`src/rtl/assert_macros.svh`:
```
// Assertion macros used by the top-level RTL of the current regulator.
`ifndef ASSERT_MACROS_SVH
`define ASSERT_MACROS_SVH

// Same-cycle implication, disabled while reset is asserted.
`define ASSERT_IMPLIES(label, clk, rstn, cond, prop) \
    label: assert property (@(posedge clk) disable iff (!rstn) (cond) |-> (prop)) \
        else $error("assertion failed");

// Next-cycle implication, disabled while reset is asserted.
`define ASSERT_NEXT(label, clk, rstn, cond, prop) \
    label: assert property (@(posedge clk) disable iff (!rstn) (cond) |=> (prop)) \
        else $error("assertion failed");

`endif

```
`src/rtl/pidc_pkg.sv`:
```
// Shared types, widths and constants of the PID current regulator.
package pidc_pkg;

    localparam int ADC_BITS       = 12;
    localparam int FRAC_BITS      = 16;
    localparam int DAC_FULL_SCALE = 255;

    localparam int GAIN_W     = 24;
    localparam int DRIVE_W    = 18;
    localparam int DAC_W      = 9;
    localparam int ERR_W      = ADC_BITS + 1;
    localparam int DIFF_W     = ERR_W + 1;
    localparam int CFG_IDX_W  = 3;
    localparam int CFG_DATA_W = 24;

    // Register indexes of the configuration port
    typedef enum logic [CFG_IDX_W-1:0] {
        REG_SETPOINT  = 3'd0,
        REG_KP_GAIN   = 3'd1,
        REG_KI_GAIN   = 3'd2,
        REG_KD_GAIN   = 3'd3,
        REG_DRIVE_MIN = 3'd4,
        REG_DRIVE_MAX = 3'd5
    } cfg_index_t;

    typedef struct packed {
        logic        [ADC_BITS-1:0] setpoint_code;
        logic signed [GAIN_W-1:0]   kp_gain;
        logic signed [GAIN_W-1:0]   ki_gain;
        logic signed [GAIN_W-1:0]   kd_gain;
        logic signed [DRIVE_W-1:0]  drive_min;
        logic signed [DRIVE_W-1:0]  drive_max;
    } pidc_cfg_t;

    localparam logic        [ADC_BITS-1:0] SETPOINT_RESET  = 12'd696;
    localparam logic signed [GAIN_W-1:0]   KP_RESET        = 24'sd3277;
    localparam logic signed [GAIN_W-1:0]   KI_RESET        = 24'sd131;
    localparam logic signed [GAIN_W-1:0]   KD_RESET        = 24'sd0;
    localparam logic signed [DRIVE_W-1:0]  DRIVE_MIN_RESET = -18'sd15401;
    localparam logic signed [DRIVE_W-1:0]  DRIVE_MAX_RESET = 18'sd15401;

endpackage

```
`src/rtl/pidc_cfg_regs.sv`:
```
// Configuration register file: setpoint, gains and drive bounds.
module pidc_cfg_regs (
    input  logic                              aclk,
    input  logic                              aresetn,
    input  logic                              cfg_valid,
    output logic                              cfg_ready,
    input  logic [pidc_pkg::CFG_IDX_W-1:0]    cfg_index,
    input  logic [pidc_pkg::CFG_DATA_W-1:0]   cfg_data,
    output pidc_pkg::pidc_cfg_t               cfg
);
    import pidc_pkg::*;

    pidc_cfg_t cfg_reg;
    pidc_cfg_t cfg_next;

    // Decode the write; indexes past the list are dropped
    always_comb begin
        cfg_next = cfg_reg;
        if (cfg_valid) begin
            unique case (cfg_index)
                REG_SETPOINT:  cfg_next.setpoint_code = cfg_data[ADC_BITS-1:0];
                REG_KP_GAIN:   cfg_next.kp_gain       = $signed(cfg_data[GAIN_W-1:0]);
                REG_KI_GAIN:   cfg_next.ki_gain       = $signed(cfg_data[GAIN_W-1:0]);
                REG_KD_GAIN:   cfg_next.kd_gain       = $signed(cfg_data[GAIN_W-1:0]);
                REG_DRIVE_MIN: cfg_next.drive_min     = $signed(cfg_data[DRIVE_W-1:0]);
                REG_DRIVE_MAX: cfg_next.drive_max     = $signed(cfg_data[DRIVE_W-1:0]);
                default:       cfg_next = cfg_reg;
            endcase
        end
    end

    // Hold the registers
    always_ff @(posedge aclk) begin
        if (!aresetn) begin
            cfg_reg.setpoint_code <= SETPOINT_RESET;
            cfg_reg.kp_gain       <= KP_RESET;
            cfg_reg.ki_gain       <= KI_RESET;
            cfg_reg.kd_gain       <= KD_RESET;
            cfg_reg.drive_min     <= DRIVE_MIN_RESET;
            cfg_reg.drive_max     <= DRIVE_MAX_RESET;
        end else begin
            cfg_reg <= cfg_next;
        end
    end

    assign cfg_ready = 1'b1;
    assign cfg       = cfg_reg;

endmodule

```
`src/rtl/pidc_error_stage.sv`:
```
// Input register, error, saturating error sum and error difference.
module pidc_error_stage #(
    parameter int SUM_WIDTH = 32
) (
    input  logic                                aclk,
    input  logic                                aresetn,
    input  logic                                s_valid,
    output logic                                s_ready,
    input  logic [pidc_pkg::ADC_BITS-1:0]       s_adc_code,
    input  logic [pidc_pkg::ADC_BITS-1:0]       setpoint_code,
    output logic                                out_valid,
    input  logic                                out_ready,
    output logic signed [pidc_pkg::ERR_W-1:0]   out_err,
    output logic signed [pidc_pkg::DIFF_W-1:0]  out_diff,
    output logic signed [SUM_WIDTH-1:0]         out_sum
);
    import pidc_pkg::*;

    localparam logic signed [SUM_WIDTH-1:0] SUM_MAX = {1'b0, {(SUM_WIDTH-1){1'b1}}};
    localparam logic signed [SUM_WIDTH-1:0] SUM_MIN = {1'b1, {(SUM_WIDTH-1){1'b0}}};

    logic                        in_valid_reg, in_valid_next;
    logic [ADC_BITS-1:0]         adc_reg, adc_next;
    logic                        out_valid_reg, out_valid_next;
    logic signed [ERR_W-1:0]     err_reg, err_next;
    logic signed [DIFF_W-1:0]    diff_reg, diff_next;
    logic signed [SUM_WIDTH-1:0] sum_reg, sum_next;
    logic signed [SUM_WIDTH-1:0] error_sum_reg, error_sum_next;
    logic signed [ERR_W-1:0]     prev_err_reg, prev_err_next;

    logic                        adv_in, adv_out;
    logic signed [ERR_W-1:0]     err;
    logic signed [SUM_WIDTH:0]   sum_wide;
    logic signed [SUM_WIDTH-1:0] sum_sat;

    // Stage enables: a stage loads when empty or when its item moves on
    assign adv_out = !out_valid_reg || out_ready;
    assign adv_in  = !in_valid_reg || adv_out;
    assign s_ready = adv_in;

    // Error and saturating integration
    assign err      = $signed({1'b0, setpoint_code}) - $signed({1'b0, adc_reg});
    assign sum_wide = (SUM_WIDTH+1)'(error_sum_reg) + (SUM_WIDTH+1)'(err);

    always_comb begin
        if (sum_wide[SUM_WIDTH] != sum_wide[SUM_WIDTH-1]) begin
            sum_sat = sum_wide[SUM_WIDTH] ? SUM_MIN : SUM_MAX;
        end else begin
            sum_sat = sum_wide[SUM_WIDTH-1:0];
        end
    end

    // Next values of both stages and the controller state
    always_comb begin
        in_valid_next  = in_valid_reg;
        adc_next       = adc_reg;
        out_valid_next = out_valid_reg;
        err_next       = err_reg;
        diff_next      = diff_reg;
        sum_next       = sum_reg;
        error_sum_next = error_sum_reg;
        prev_err_next  = prev_err_reg;
        if (adv_in) begin
            in_valid_next = s_valid;
            adc_next      = s_adc_code;
        end
        if (adv_out) begin
            out_valid_next = in_valid_reg;
            err_next       = err;
            diff_next      = DIFF_W'(err) - DIFF_W'(prev_err_reg);
            sum_next       = sum_sat;
            if (in_valid_reg) begin
                error_sum_next = sum_sat;
                prev_err_next  = err;
            end
        end
    end

    always_ff @(posedge aclk) begin
        if (!aresetn) begin
            in_valid_reg  <= 1'b0;
            out_valid_reg <= 1'b0;
            error_sum_reg <= '0;
            prev_err_reg  <= '0;
        end else begin
            in_valid_reg  <= in_valid_next;
            out_valid_reg <= out_valid_next;
            error_sum_reg <= error_sum_next;
            prev_err_reg  <= prev_err_next;
        end
        adc_reg  <= adc_next;
        err_reg  <= err_next;
        diff_reg <= diff_next;
        sum_reg  <= sum_next;
    end

    assign out_valid = out_valid_reg;
    assign out_err   = err_reg;
    assign out_diff  = diff_reg;
    assign out_sum   = sum_reg;

endmodule

```
`src/rtl/pidc_product_stage.sv`:
```
// Gain multiplies, then the sum of the three terms.
module pidc_product_stage #(
    parameter int SUM_WIDTH = 32
) (
    input  logic                                     aclk,
    input  logic                                     aresetn,
    input  logic                                     in_valid,
    output logic                                     in_ready,
    input  logic signed [pidc_pkg::ERR_W-1:0]        in_err,
    input  logic signed [pidc_pkg::DIFF_W-1:0]       in_diff,
    input  logic signed [SUM_WIDTH-1:0]              in_sum,
    input  logic signed [pidc_pkg::GAIN_W-1:0]       kp_gain,
    input  logic signed [pidc_pkg::GAIN_W-1:0]       ki_gain,
    input  logic signed [pidc_pkg::GAIN_W-1:0]       kd_gain,
    output logic                                     out_valid,
    input  logic                                     out_ready,
    output logic signed [pidc_pkg::GAIN_W+SUM_WIDTH+1:0] out_total
);
    import pidc_pkg::*;

    localparam int KP_W  = GAIN_W + ERR_W;
    localparam int KI_W  = GAIN_W + SUM_WIDTH;
    localparam int KD_W  = GAIN_W + DIFF_W;
    localparam int TOT_W = GAIN_W + SUM_WIDTH + 2;

    logic                    prod_valid_reg, prod_valid_next;
    logic signed [KP_W-1:0]  kp_prod_reg, kp_prod_next;
    logic signed [KI_W-1:0]  ki_prod_reg, ki_prod_next;
    logic signed [KD_W-1:0]  kd_prod_reg, kd_prod_next;
    logic                    tot_valid_reg, tot_valid_next;
    logic signed [TOT_W-1:0] total_reg, total_next;
    logic                    adv_prod, adv_tot;

    assign adv_tot  = !tot_valid_reg || out_ready;
    assign adv_prod = !prod_valid_reg || adv_tot;
    assign in_ready = adv_prod;

    // Three independent products, then their exact sum
    always_comb begin
        prod_valid_next = prod_valid_reg;
        kp_prod_next    = kp_prod_reg;
        ki_prod_next    = ki_prod_reg;
        kd_prod_next    = kd_prod_reg;
        tot_valid_next  = tot_valid_reg;
        total_next      = total_reg;
        if (adv_prod) begin
            prod_valid_next = in_valid;
            kp_prod_next    = KP_W'(kp_gain) * KP_W'(in_err);
            ki_prod_next    = KI_W'(ki_gain) * KI_W'(in_sum);
            kd_prod_next    = KD_W'(kd_gain) * KD_W'(in_diff);
        end
        if (adv_tot) begin
            tot_valid_next = prod_valid_reg;
            total_next     = TOT_W'(kp_prod_reg) + TOT_W'(ki_prod_reg)
                           + TOT_W'(kd_prod_reg);
        end
    end

    always_ff @(posedge aclk) begin
        if (!aresetn) begin
            prod_valid_reg <= 1'b0;
            tot_valid_reg  <= 1'b0;
        end else begin
            prod_valid_reg <= prod_valid_next;
            tot_valid_reg  <= tot_valid_next;
        end
        kp_prod_reg <= kp_prod_next;
        ki_prod_reg <= ki_prod_next;
        kd_prod_reg <= kd_prod_next;
        total_reg   <= total_next;
    end

    assign out_valid = tot_valid_reg;
    assign out_total = total_reg;

endmodule

```
`src/rtl/pidc_clamp_stage.sv`:
```
// Scale to Q.16, clamp to the drive bounds, and form the DAC code.
module pidc_clamp_stage #(
    parameter int SUM_WIDTH = 32
) (
    input  logic                                         aclk,
    input  logic                                         aresetn,
    input  logic                                         in_valid,
    output logic                                         in_ready,
    input  logic signed [pidc_pkg::GAIN_W+SUM_WIDTH+1:0] in_total,
    input  logic signed [pidc_pkg::DRIVE_W-1:0]          drive_min,
    input  logic signed [pidc_pkg::DRIVE_W-1:0]          drive_max,
    output logic                                         m_valid,
    input  logic                                         m_ready,
    output logic signed [pidc_pkg::DRIVE_W-1:0]          m_drive_value,
    output logic signed [pidc_pkg::DAC_W-1:0]            m_dac_code,
    output logic                                         m_clamped
);
    import pidc_pkg::*;

    localparam int TOT_W       = GAIN_W + SUM_WIDTH + 2;
    localparam int SHIFT_W     = TOT_W - ADC_BITS;
    localparam int DAC_SCALE_W = $clog2(DAC_FULL_SCALE + 1);
    localparam int DAC_PROD_W  = DRIVE_W + DAC_SCALE_W + 1;
    localparam int QUOT_W      = DAC_PROD_W - FRAC_BITS;
    localparam logic signed [DAC_PROD_W-1:0] FRAC_MASK  = DAC_PROD_W'((1 << FRAC_BITS) - 1);
    localparam logic signed [QUOT_W-1:0]     DAC_LIMIT  = QUOT_W'(DAC_FULL_SCALE);
    localparam logic signed [DAC_PROD_W-1:0] DAC_SCALE  = DAC_PROD_W'(DAC_FULL_SCALE);

    logic                       clip_valid_reg, clip_valid_next;
    logic signed [DRIVE_W-1:0]  drive_reg, drive_next;
    logic                       clip_reg, clip_next;
    logic                       out_valid_reg, out_valid_next;
    logic signed [DRIVE_W-1:0]  out_drive_reg, out_drive_next;
    logic signed [DAC_W-1:0]    out_dac_reg, out_dac_next;
    logic                       out_clip_reg, out_clip_next;

    logic                       adv_clip, adv_out;
    logic signed [TOT_W-1:0]    total_shift;
    logic signed [SHIFT_W-1:0]  drive_full;
    logic signed [DRIVE_W-1:0]  drive_lim;
    logic                       lim;
    logic signed [DAC_PROD_W-1:0] scaled;
    logic signed [DAC_PROD_W-1:0] scaled_bias;
    logic signed [QUOT_W-1:0]   quot;
    logic signed [QUOT_W-1:0]   quot_sat;

    assign adv_out  = !out_valid_reg || m_ready;
    assign adv_clip = !clip_valid_reg || adv_out;
    assign in_ready = adv_clip;

    // Floor shift to Q.16, upper bound tested first
    assign total_shift = in_total >>> ADC_BITS;
    assign drive_full  = total_shift[SHIFT_W-1:0];

    always_comb begin
        priority if (drive_full > SHIFT_W'(drive_max)) begin
            drive_lim = drive_max;
            lim       = 1'b1;
        end else if (drive_full < SHIFT_W'(drive_min)) begin
            drive_lim = drive_min;
            lim       = 1'b1;
        end else begin
            drive_lim = drive_full[DRIVE_W-1:0];
            lim       = 1'b0;
        end
    end

    // Scale by full scale, divide by 2^FRAC_BITS toward zero, then saturate
    assign scaled      = DAC_PROD_W'(drive_reg) * DAC_SCALE;
    assign scaled_bias = scaled + (scaled[DAC_PROD_W-1] ? FRAC_MASK : '0);
    assign quot        = QUOT_W'(scaled_bias >>> FRAC_BITS);

    always_comb begin
        priority if (quot > DAC_LIMIT) begin
            quot_sat = DAC_LIMIT;
        end else if (quot < -DAC_LIMIT) begin
            quot_sat = -DAC_LIMIT;
        end else begin
            quot_sat = quot;
        end
    end

    always_comb begin
        clip_valid_next = clip_valid_reg;
        drive_next      = drive_reg;
        clip_next       = clip_reg;
        out_valid_next  = out_valid_reg;
        out_drive_next  = out_drive_reg;
        out_dac_next    = out_dac_reg;
        out_clip_next   = out_clip_reg;
        if (adv_clip) begin
            clip_valid_next = in_valid;
            drive_next      = drive_lim;
            clip_next       = lim;
        end
        if (adv_out) begin
            out_valid_next = clip_valid_reg;
            out_drive_next = drive_reg;
            out_dac_next   = quot_sat[DAC_W-1:0];
            out_clip_next  = clip_reg;
        end
    end

    always_ff @(posedge aclk) begin
        if (!aresetn) begin
            clip_valid_reg <= 1'b0;
            out_valid_reg  <= 1'b0;
        end else begin
            clip_valid_reg <= clip_valid_next;
            out_valid_reg  <= out_valid_next;
        end
        drive_reg     <= drive_next;
        clip_reg      <= clip_next;
        out_drive_reg <= out_drive_next;
        out_dac_reg   <= out_dac_next;
        out_clip_reg  <= out_clip_next;
    end

    assign m_valid       = out_valid_reg;
    assign m_drive_value = out_drive_reg;
    assign m_dac_code    = out_dac_reg;
    assign m_clamped     = out_clip_reg;

endmodule

```
`src/rtl/pid_current_regulator.sv`:
```
// Throughput: one sample per cycle; each of the six pipeline registers moves on
// as soon as the next one is free, so one result waiting on m_ready stalls only
// the stages behind it until they fill.
// Reset (aresetn low, synchronous): pipeline emptied, error sum and last error
// cleared, registers back to their power-on gains, setpoint and bounds.
`include "assert_macros.svh"

module pid_current_regulator #(
    parameter int SUM_WIDTH = 32
) (
    input  logic                                  aclk,
    input  logic                                  aresetn,
    input  logic                                  s_valid,
    output logic                                  s_ready,
    input  logic [pidc_pkg::ADC_BITS-1:0]         s_adc_code,
    output logic                                  m_valid,
    input  logic                                  m_ready,
    output logic signed [pidc_pkg::DRIVE_W-1:0]   m_drive_value,
    output logic signed [pidc_pkg::DAC_W-1:0]     m_dac_code,
    output logic                                  m_clamped,
    input  logic                                  cfg_valid,
    output logic                                  cfg_ready,
    input  logic [pidc_pkg::CFG_IDX_W-1:0]        cfg_index,
    input  logic [pidc_pkg::CFG_DATA_W-1:0]       cfg_data
);
    import pidc_pkg::*;

    localparam int TOT_W = GAIN_W + SUM_WIDTH + 2;

    pidc_cfg_t                cfg;
    logic                     err_valid, err_ready;
    logic signed [ERR_W-1:0]  err;
    logic signed [DIFF_W-1:0] diff;
    logic signed [SUM_WIDTH-1:0] sum;
    logic                     tot_valid, tot_ready;
    logic signed [TOT_W-1:0]  total;

    // Configuration registers
    pidc_cfg_regs u_cfg (
        .aclk      (aclk),
        .aresetn   (aresetn),
        .cfg_valid (cfg_valid),
        .cfg_ready (cfg_ready),
        .cfg_index (cfg_index),
        .cfg_data  (cfg_data),
        .cfg       (cfg)
    );

    // Error and integrator
    pidc_error_stage #(.SUM_WIDTH(SUM_WIDTH)) u_err (
        .aclk          (aclk),
        .aresetn       (aresetn),
        .s_valid       (s_valid),
        .s_ready       (s_ready),
        .s_adc_code    (s_adc_code),
        .setpoint_code (cfg.setpoint_code),
        .out_valid     (err_valid),
        .out_ready     (err_ready),
        .out_err       (err),
        .out_diff      (diff),
        .out_sum       (sum)
    );

    // Gain products and their sum
    pidc_product_stage #(.SUM_WIDTH(SUM_WIDTH)) u_prod (
        .aclk      (aclk),
        .aresetn   (aresetn),
        .in_valid  (err_valid),
        .in_ready  (err_ready),
        .in_err    (err),
        .in_diff   (diff),
        .in_sum    (sum),
        .kp_gain   (cfg.kp_gain),
        .ki_gain   (cfg.ki_gain),
        .kd_gain   (cfg.kd_gain),
        .out_valid (tot_valid),
        .out_ready (tot_ready),
        .out_total (total)
    );

    // Clamp and DAC code
    pidc_clamp_stage #(.SUM_WIDTH(SUM_WIDTH)) u_clamp (
        .aclk          (aclk),
        .aresetn       (aresetn),
        .in_valid      (tot_valid),
        .in_ready      (tot_ready),
        .in_total      (total),
        .drive_min     (cfg.drive_min),
        .drive_max     (cfg.drive_max),
        .m_valid       (m_valid),
        .m_ready       (m_ready),
        .m_drive_value (m_drive_value),
        .m_dac_code    (m_dac_code),
        .m_clamped     (m_clamped)
    );

    // An empty output register lets every stage advance
    `ASSERT_IMPLIES(a_ready_when_out_empty, aclk, aresetn, !m_valid, s_ready)
    // The DAC code never leaves the full-scale range
    `ASSERT_IMPLIES(a_dac_in_range, aclk, aresetn, m_valid, (m_dac_code <= DAC_W'(DAC_FULL_SCALE)) && (m_dac_code >= -(DAC_W'(DAC_FULL_SCALE))))
    // A non-negative drive gives a non-negative DAC code
    `ASSERT_IMPLIES(a_dac_sign, aclk, aresetn, m_valid && !m_drive_value[DRIVE_W-1], !m_dac_code[DAC_W-1])
    // A proportional gain write lands in the register
    `ASSERT_NEXT(a_kp_write, aclk, aresetn, cfg_valid && cfg_ready && (cfg_index == REG_KP_GAIN), cfg.kp_gain == $past(cfg_data[GAIN_W-1:0]))

endmodule

```
`config.mk`:
```
export PLATFORM = sky130hd
export DESIGN_NAME = pid_current_regulator
export DESIGN_NICKNAME = d
export VERILOG_FILES = /design/src/rtl/pidc_pkg.sv /design/src/rtl/pidc_cfg_regs.sv /design/src/rtl/pidc_error_stage.sv /design/src/rtl/pidc_product_stage.sv /design/src/rtl/pidc_clamp_stage.sv /design/src/rtl/pid_current_regulator.sv
export VERILOG_INCLUDE_DIRS = /design/src /design/src/rtl
export SDC_FILE = /design/constraint.sdc
export NUM_CORES = 2
export LEC_CHECK = 0
export ABC_AREA = 0
export CAP_MARGIN = 20
export CORE_MARGIN = 3
export CORE_UTILIZATION = 67
export CTS_CLUSTER_DIAMETER = 100
export CTS_CLUSTER_SIZE = 30
export DETAILED_ROUTE_END_ITERATION = 12
export DONT_BUFFER_PORTS = 1
export PLACE_DENSITY = 0.95
export SLEW_MARGIN = 20
export SYNTH_ARGS = -nofsm -noshare
export SYNTH_HDL_FRONTEND = slang
export SYNTH_SLANG_ARGS = --single-unit
```
`constraint.sdc`:
```
create_clock -name aclk -period 10.9 [get_ports aclk]
set_clock_uncertainty 0.05 [all_clocks]
set_input_delay 1.635 -clock aclk [delete_from_list [all_inputs] [get_ports aclk]]
set_output_delay 1.635 -clock aclk [all_outputs]
set_load 0.05 [all_outputs]
```
==> qor.yml <==
area_delta_synth_final_pct: 2.97
drive_gt1_frac: 0.0231
grt_pass1_wl_mm: 323
fp-row-count: 122
cts-root-buf: "clkbuf_16"
hold_violations: 0
worstHoldStart: "u_clamp.clip_reg$_SDFFCE_PP1P_"
crit_path_start: "u_err.out_sum[14]$_DFFE_PP_"
crit_arrival_ns: 9.12
firstDrtPassIters: 8
yosysTopAreaCell: "fa_1"
cts.sinks: 466
grt_max_degree: 144
avgSynthCellArea_sq_um: 9.74
maxCapViolations: 0
htreeDepth: 1
hp-class: "flip-flop to flip-flop"
antenna_found_initial: 26
die_area_sq_um: 117000
largest_reg_flops: 120
yosys_warnings: 0
required_ns: 11.26
rsz0062_at_grt: "false"
clock_path_buffers: 3
syn_inst: 7778
io-pin-count: 75
final.setup.tns_ns: 0
clk_pin_slew_ns: 0.12
die_w_um: 342
fin_crit_sh: 0.803
setup_violations: 0
wl_mm: 203
worst_setup_path_start_kind: "flip-flop"
m1WireLength_mm: 66.8
coreArea_sq_um: 111000
status: "complete, no violations"
num_vias: 55900
port_buffers: 0
synth.area.top_cells: "fa_1 40%, edfxtp_1 12%, ha_1 9.8%"
route.detailed.drc: 0
cts_tree: "yes"
synth_top_area_share: 0.402
clock.fmax_mhz: 114
cts_inserted_buffers: 25
routabilityCongestion: 0.986
syn_nets: 9938
cts_hold_buf: 0
dieHeight_um: 342
drtIter0Drc: 5801
top_layer_used: "met5"
worstMarginPinSlew_ns: 1.28
synth-seq-cells: 466
ant_nets: 0
postCtsSetupBuffers: 0
synthDistinctLibCells: 87
n_fill_cell: 7194
overflow: 0
slew_headroom: 0.148
cp_max_fo: 24
wl_per_cell_um: 22.3
fin_nets: 9731
ys_async_sr_fraction: 0
r2r_start: "u_err.out_sum[14]$_DFFE_PP_"
grt_usage: 0.355
slew_violations: 0
endpoint_kind: "flip-flop"
viasPerCell: 6.14
syn_area_sq_um: 75700
yosysSeqAreaShare: 0.162
wl_met2_mm: 94.8
initial_utilization: 0.680
synthFlopType: "edfxtp_1"
dr_wl_met3_mm: 27.5
hpwl_mm: 160
synth_edf_count: 295
grt_pass1_vias: 61400
min_period_ns: 8.75
path_class: "flip-flop to flip-flop"
cts-resized-gates: 0
clkLatencyLatePin_ns: 0.66
layer usage:
| layer | global-route usage | vias to the layer above |
|---|---|---|
| met1 | 0.416 | 27600 |
| met2 | 0.575 | 3781 |
| li1 | - | 23400 |
| met3 | 0.120 | 1077 |
| met4 | 0.200 | 28 |
| met5 | 0 | - |
kinds of logic (layout without fill, tap and decap cells):
logic type               after synthesis  after routing  share of synthesized area
adder cells (fa/ha/maj)             2131           2131                      0.502
other                                  1             22                  0.0000495
buffers and inverters               1840           1652                     0.0917
multiplexers                          43             43                    0.00573
XOR/XNOR                             258            258                     0.0299
AO/OA/AOI/OAI                        752            752                     0.0659
flip-flops                           466            466                      0.162
AND/OR/NAND/NOR                     2287           2287                      0.142
metrics by stage:
step	utilization	hold WS (ns)	area, sq um	setup slack [ns]	std cells
2_1_floorplan	-	0.350	75700	3.26	7778
3_3_place_gp	0.691	0.359	77000	2.58	9030
3_5_place_dp	0.691	0.381	77000	2.33	9030
4_1_cts	0.699	0.407	77900	2.28	9076
5_1_grt	0.699	0.412	77900	1.78	9081
6_report	0.700	0.403	78000	2.15	9099
worst max-delay path: stages (launching register included):
cell	delay, ns
edfxtp_1	0.86
and2_1	0.38
fa_1	0.49
inv_1	0.06
fa_1	0.53
inv_1	0.06
fa_1	0.54
inv_1	0.06
fa_1	0.49
fa_1	0.57
inv_1	0.06
fa_1	0.50
fa_1	0.42
ha_1	0.36
and2_1	0.19
and3_1	0.19
a221oi_1	0.38
a21oi_1	0.26
a311o_1	0.46
a31oi_2	0.34
o21ai_2	0.15
o211ai_2	0.24
a21oi_1	0.10
nor3_1	0.39
o21bai_1	0.14
a21oi_1	0.21
xnor2_1	0.08
path summary, 6_finish.rpt:
kind                                       to  slack, ns  cells past startpoint
max          u_prod.ki_prod_reg[46]$_DFFE_PP_       2.15                     26
max reg2reg  u_prod.ki_prod_reg[46]$_DFFE_PP_       2.15                     26
min reg2reg       u_clamp.m_clamped$_DFFE_PP_       0.40                      0
min               u_clamp.m_clamped$_DFFE_PP_       0.40                      0
cells in the final DEF (no fill, tap or decap), drive strengths merged, types with 6 or more instances in the layout:
| cell type | count |
|---|---|
| nand2 | 1211 |
| a21boi | 101 |
| mux2i | 40 |
| a211oi | 12 |
| o31a | 7 |
| o2111ai | 6 |
| a21oi | 207 |
| a31oi | 20 |
| or4 | 6 |
| fa | 1521 |
| and3 | 24 |
| o41ai | 6 |
| xor2 | 69 |
| xnor2 | 189 |
| a21o | 104 |
| o211ai | 25 |
| and2 | 507 |
| a31o | 7 |
| or2 | 9 |
| dfxtp | 171 |
| clkbuf | 32 |
| o31ai | 8 |
| nand2b | 121 |
| buf | 67 |
| nand4 | 36 |
| diode | 21 |
| clkinv | 7 |
| or3 | 6 |
| nor3 | 47 |
| edfxtp | 295 |
| nor2 | 187 |
| o21a | 42 |
| o21bai | 29 |
| nor2b | 51 |
| nand3 | 63 |
| ha | 595 |
| maj3 | 15 |
| o21ai | 139 |
| inv | 1546 |
Yosys cell counts, types with 5 or more instances:
library cell	instances
maj3_1	15
o21ai_1	26
a21o_1	104
inv_1	1539
o31a_1	7
o211ai_1	23
nand4_1	36
o31ai_1	6
clkbuf_1	287
nor2b_1	51
xor2_1	69
nand3_1	63
fa_1	1521
o21bai_1	28
a31oi_1	19
o2111ai_1	6
or2_2	9
o21ai_0	110
dfxtp_1	171
and3_1	24
or3_1	6
a21oi_1	205
and2_1	507
o21a_1	41
xnor2_1	188
nor3_1	46
ha_1	595
nand2b_1	121
o41ai_1	5
mux2i_1	40
a31o_2	7
nor2_1	181
a21boi_0	101
nand2_1	1209
or4_1	6
edfxtp_1	295
a211oi_1	12
cell type report:
type	instances	area, sq um	area share
clock buffer	32	652	0.00836
clock inverter	14	250	0.00321
multi-input combinational	5472	56600	0.726
timing repair buffer	67	518	0.00664
inverter	1539	5780	0.0741
sequential	466	12300	0.158
tap	1488	1860	0.0239
antenna	21	52.6	0.000674
Power is not shown: default switching activity piles up to over one toggle a cycle in this logic, so the estimate is an artifact.
